`config.mk`:
```
export PLATFORM = sky130hd
export DESIGN_NAME = rau_ctrl
export DESIGN_NICKNAME = d
export VERILOG_FILES = /design/src/rtl/rau_pkg.sv /design/src/rtl/rau_ctrl.sv
export SDC_FILE = /design/constraint.sdc
export NUM_CORES = 1
export LEC_CHECK = 0
export BUFFER_PORTS_ARGS = -buffer_cell sky130_fd_sc_hd__buf_2
export CELL_PAD_IN_SITES_DETAIL_PLACEMENT = 2
export CELL_PAD_IN_SITES_GLOBAL_PLACEMENT = 2
export CORE_ASPECT_RATIO = 0.6
export CORE_MARGIN = 1.5
export CORE_UTILIZATION = 32
export DETAILED_ROUTE_END_ITERATION = 10
export PLACE_DENSITY = 0.94
export SKIP_LAST_GASP = 1
export SYNTH_ARGS = -nofsm -noshare
export SYNTH_HDL_FRONTEND = slang
export SYNTH_SLANG_ARGS = --single-unit
```
`constraint.sdc`:
```
create_clock -name clk_i -period 2.8 [get_ports clk_i]
set_input_delay 0.84 -clock clk_i [delete_from_list [all_inputs] [get_ports clk_i]]
set_output_delay 0.84 -clock clk_i [all_outputs]
set_load 0.005 [all_outputs]
```
`src/rtl/rau_pkg.sv`:
```
// package of shared types and constants for the rational arithmetic unit
`default_nettype none
package rau_pkg;
  localparam int unsigned ModeWidth = 3;
  localparam int unsigned NumWidth  = 32;
  localparam int unsigned DenWidth  = 31;
  localparam int unsigned WideWidth = 64;

  localparam logic [ModeWidth-1:0] ModeAdd = 3'd0;
  localparam logic [ModeWidth-1:0] ModeSub = 3'd1;
  localparam logic [ModeWidth-1:0] ModeMul = 3'd2;
  localparam logic [ModeWidth-1:0] ModeDiv = 3'd3;
  localparam logic [ModeWidth-1:0] ModeGt  = 3'd4;
  localparam logic [ModeWidth-1:0] ModeGe  = 3'd5;
  localparam logic [ModeWidth-1:0] ModeLt  = 3'd6;
  localparam logic [ModeWidth-1:0] ModeLe  = 3'd7;

  typedef struct packed {
    logic [ModeWidth-1:0] mode;
    logic signed [NumWidth-1:0] a_numerator;
    logic [DenWidth-1:0] a_denominator;
    logic signed [NumWidth-1:0] b_numerator;
    logic [DenWidth-1:0] b_denominator;
  } req_t;

  typedef struct packed {
    logic signed [NumWidth-1:0] res_numerator;
    logic [DenWidth-1:0] res_denominator;
    logic compare_true;
    logic divide_by_zero;
    logic overflow;
  } res_t;

  // controller to datapath
  typedef struct packed {
    logic load;      // capture operands
    logic mul_a;     // first product pair
    logic mul_b;     // second product pair
    logic combine;   // form num/den
    logic gcd_init;  // magnitudes, start euclid
    logic div_start; // load divider operands
    logic div_step;  // one restoring divide bit
    logic gcd_next;  // x<=y, y<=r
    logic quo_num;   // store quotient as numerator
    logic quo_den;   // store quotient as denominator
    logic finish;    // form result
  } cmd_t;

  // datapath to controller
  typedef struct packed {
    logic is_cmp;
    logic is_dz;
    logic den_zero;
    logic y_zero;
  } sts_t;
endpackage
`default_nettype wire

```
`src/rtl/rau_ctrl.sv`:
```
// controller: sequences products, euclid loop and quotient divisions
`default_nettype none
module rau_ctrl (
  input  wire logic          clk_i,
  input  wire logic          rst_ni,
  input  wire logic          in_valid_i,
  output logic               in_ready_o,
  output logic               out_valid_o,
  input  wire logic          out_ready_i,
  input  wire rau_pkg::sts_t sts_i,
  output rau_pkg::cmd_t      cmd_o
);
  import rau_pkg::*;

  typedef enum logic [3:0] {
    StIdle, StMulA, StMulB, StComb, StInit, StTest, StDiv, StNext,
    StQNum, StQDen, StDivQ, StFin, StOut
  } state_e;

  // which division the shared divider is running
  typedef enum logic [1:0] {
    PhGcd, PhNum, PhDen
  } phase_e;

  state_e state_q, state_d;
  logic [5:0] cnt_q, cnt_d;
  phase_e phase_q, phase_d;

  always_comb begin
    cmd_o = '0;
    state_d = state_q;
    cnt_d = cnt_q;
    phase_d = phase_q;
    in_ready_o = (state_q == StIdle);
    out_valid_o = (state_q == StOut);
    case (state_q)
      StIdle: if (in_valid_i) begin cmd_o.load = 1'b1; state_d = StMulA; end
      StMulA: begin cmd_o.mul_a = 1'b1; state_d = StMulB; end
      StMulB: begin cmd_o.mul_b = 1'b1; state_d = StComb; end
      StComb: begin
        cmd_o.combine = 1'b1;
        state_d = StInit;
      end
      StInit: begin
        cmd_o.gcd_init = 1'b1;
        if (sts_i.is_cmp || sts_i.is_dz || sts_i.den_zero) state_d = StFin;
        else state_d = StTest;
      end
      StTest: begin
        if (sts_i.y_zero) state_d = StQNum;
        else begin
          cmd_o.div_start = 1'b1; cnt_d = '0; phase_d = PhGcd; state_d = StDiv;
        end
      end
      StDiv: begin
        cmd_o.div_step = 1'b1;
        cnt_d = cnt_q + 6'd1;
        if (cnt_q == 6'd63) state_d = (phase_q == PhGcd) ? StNext
                                      : (phase_q == PhNum) ? StQDen : StFin;
      end
      StNext: begin cmd_o.gcd_next = 1'b1; state_d = StTest; end
      StQNum: begin
        cmd_o.div_start = 1'b1; cmd_o.quo_num = 1'b1;
        cnt_d = '0; phase_d = PhNum; state_d = StDiv;
      end
      StQDen: begin
        cmd_o.div_start = 1'b1; cmd_o.quo_den = 1'b1;
        cnt_d = '0; phase_d = PhDen; state_d = StDiv;
      end
      StFin: begin cmd_o.finish = 1'b1; state_d = StOut; end
      StOut: if (out_ready_i) state_d = StIdle;
      default: state_d = StIdle;
    endcase
  end

  always_ff @(posedge clk_i or negedge rst_ni) begin
    if (!rst_ni) begin
      state_q <= StIdle;
      cnt_q <= '0;
      phase_q <= PhGcd;
    end else begin
      state_q <= state_d;
      cnt_q <= cnt_d;
      phase_q <= phase_d;
    end
  end
endmodule
`default_nettype wire

```
==> reports/results.ini <==
[status]
status = finished, final reports clean

[global_route]
grt_pass1_vias = 852
grt.total_usage_pct = 21.1
grt_start_max_net_pins = 19
grt-ovfl-total = 0
antenna_found_initial = 0
grt_pass1_wl_um = 4310

[critical_path]
r2r_end = cnt_q[0]
critPathTopFamily = flip-flops
cp_slowest_cell = dfrtp_1
cp_max_fo = 18
cp-start-kind = register
path_cells = and4bb_1 > buf_2
arrival_ns = 1.71
worstRegToRegCells = 5
path_buf_inv = 1
slowest_delay_ns = 0.76
cp.depth = 2
endpoint_kind = output pin
r2r_slack_ns = 0.92
crit_required_ns = 1.96
reg2reg_from = state_q[2]
crit_type = reg2out

[cells_and_area]
fin_area_um2 = 950
final_common_cell = buf_2
area_growth_pct = 19.9
fillers = 254
layout_common_cells = buf_2, dfrtp_1, nor2_1
antenna_cells = 0
drive_gt1_share_pct = 29.6
final_net_count = 118

[clocking]
htreeDepth = 1
clkLatencyLatePin_ns = 0.25
clk_pin_slew_worst_paths_ns = 0.06
cts_tree = done
cts_buffers = 3
root_buffer = clkbuf_8
cts_buffer_depth = 2
cts_resized = 0
cts_setup_buffers = 0
clkSinkCount = 12
postCtsHoldBufs = 0

[sta]
fin_crit_ns = 2.55
finalCritPeriodShare_pct = 91.2
hold_violations = 0
hold_slack_ns = 0.468
worstMarginPinSlew_ns = 0.650
timing.final.ws_setup_ns = 0.247
relSlewSlack_pct = 56.7
max_freq_ghz = 0.392
setup_viol = 0
setup_tns_ns = 0
slew_viol_final = 0
rsz0062_at_grt = no
skew_ns = 0.00183

[synthesis]
syn-cell-area_um2 = 792
post_synth_num_cell_types = 36
ys_warn_count = 0
yosysSeqAreaShare_pct = 37.9
synth_top_family_by_area = simple AND/OR/NAND/NOR gates
synth_ff_type = dfrtp_1
synth-simple-area-share_pct = 31.1
synth_nets = 98
synth_compound_area_share_pct = 16.3
yosys_register_bits = 12
yosys.area_share.adder_pct = 1.58
yosys-mux-area-fraction_pct = 1.42
synthXorXnorAreaFrac_pct = 4.42
avgSynthCellArea_um2 = 8.90
synthCells = 89
async_reset_ff_share_pct = 100
synth_edf_count = 0

[route]
routedWlPerCell_um = 18.9
routed_via_density = 5.60
drt_iter0_markers = 26
via_count = 773
finalWirelength_um = 2600
detail-route-antenna-nets = 0
route.detailed.drc = 0
dr.pass1.iters = 4

[placed_design]
dpl_cell_area_um2 = 895
gp_congestion = 0.761
numPortBuffers = 20
dp_hpwl_um = 1900
post-place-ws_ns = 0.362

[power]
cellLeakagePower_nw = 0.448
p_total_mw = 1.03
p_per_area_nw_per_um2 = 1080
vdd_drop_max_mv = 0.427

[floorplanning]
core_um2 = 2240
io_pins = 21
die_h_um = 41.5
die_w_um = 67.2
start_util_pct = 35.3
dieArea_um2 = 2790
num_rows = 13

[run]
max_cap_violations = 0

[worst_hold_path]
hold_path_class = in2async

[cells in the mapped netlist (2+ instances only)]
library cell | n | share of area [%]
nand2_1 | 8 | 3.8
xor2_1 | 4 | 4.4
a21oi_1 | 2 | 1.3
nor4_1 | 2 | 1.6
nand2b_1 | 4 | 3.2
inv_1 | 2 | 0.95
nor2b_1 | 2 | 1.6
o31ai_1 | 2 | 1.9
dfrtp_1 | 12 | 38
nor2_1 | 11 | 5.2
nor3_1 | 8 | 5.1
buf_4 | 5 | 4.7
inv_2 | 2 | 0.95
nand4_1 | 3 | 2.4
[stage by stage]
stage | utilization (%) | instances
after floorplan | - | 89
after global placement | 39.9 | 134
after detailed placement | 39.9 | 134
after CTS | 42.3 | 138
after global routing | 42.3 | 138
final | 42.3 | 138
[logic make-up (layout without fill, tap and decap cells)]
group	Yosys count	count (layout)
adder cells (fa/ha/maj)	1	1
buffers and inverters	10	29
XOR/XNOR	4	4
AO/OA/AOI/OAI	15	15
AND/OR/NAND/NOR	46	46
flip-flops	12	12
multiplexers	1	1
[worst max path at each step]
stage,start,end,slack (ns)
3_3_place_gp,sts_i[0],cmd_o[5],0.37
2_1_floorplan,sts_i[0],cmd_o[5],0.63
6_report,state_q[1],cmd_o[4],0.25
3_5_place_dp,sts_i[0],cmd_o[5],0.36
4_1_cts,state_q[1],cmd_o[4],0.30
5_1_grt,state_q[1],cmd_o[4],0.18
[worst register-to-register path: cells and delay by family (launching register included)]
| family | cells | cell delay (ns) |
|---|---|---|
| AO/OA/AOI/OAI | 1 | 0.23 |
| buffers and inverters | 1 | 0.19 |
| flip-flops | 1 | 0.68 |
| multiplexers | 1 | 0.29 |
| AND/OR/NAND/NOR | 2 | 0.38 |
[layer usage]
layer  routed length [um]  global-route usage, %  vias up
li1                     -                      -      354
met1                 1250                   29.1      388
met2                 1180                   32.5       27
met3                  141                   6.23        4
met4                   30                   4.90        0
met5                    0                      0        -
[cell type report]
class | instances | area (um^2) | share of cell area (%)
multi-input cells | 67 | 434 | 45.7
flip-flops and latches | 12 | 300 | 31.6
repair buffers | 21 | 108 | 11.3
well taps | 30 | 37.5 | 3.95
inverters | 4 | 15.0 | 1.58
clock buffers | 4 | 55.1 | 5.80
[where the power goes]
group	switching (mW)	leakage (nW)	internal (mW)	total, mW
Combinational	0.238	0.264	0.200	0.438
Sequential	0.161	0.155	0.233	0.393
Clock	0.0724	0.0288	0.125	0.197
[flip-flops by register name (all words and copies together) (netlist names)]
name and cells:
cnt_q 6, phase_q 2, state_q 4
No activity file was read; power rests on OpenSTA's default activity.
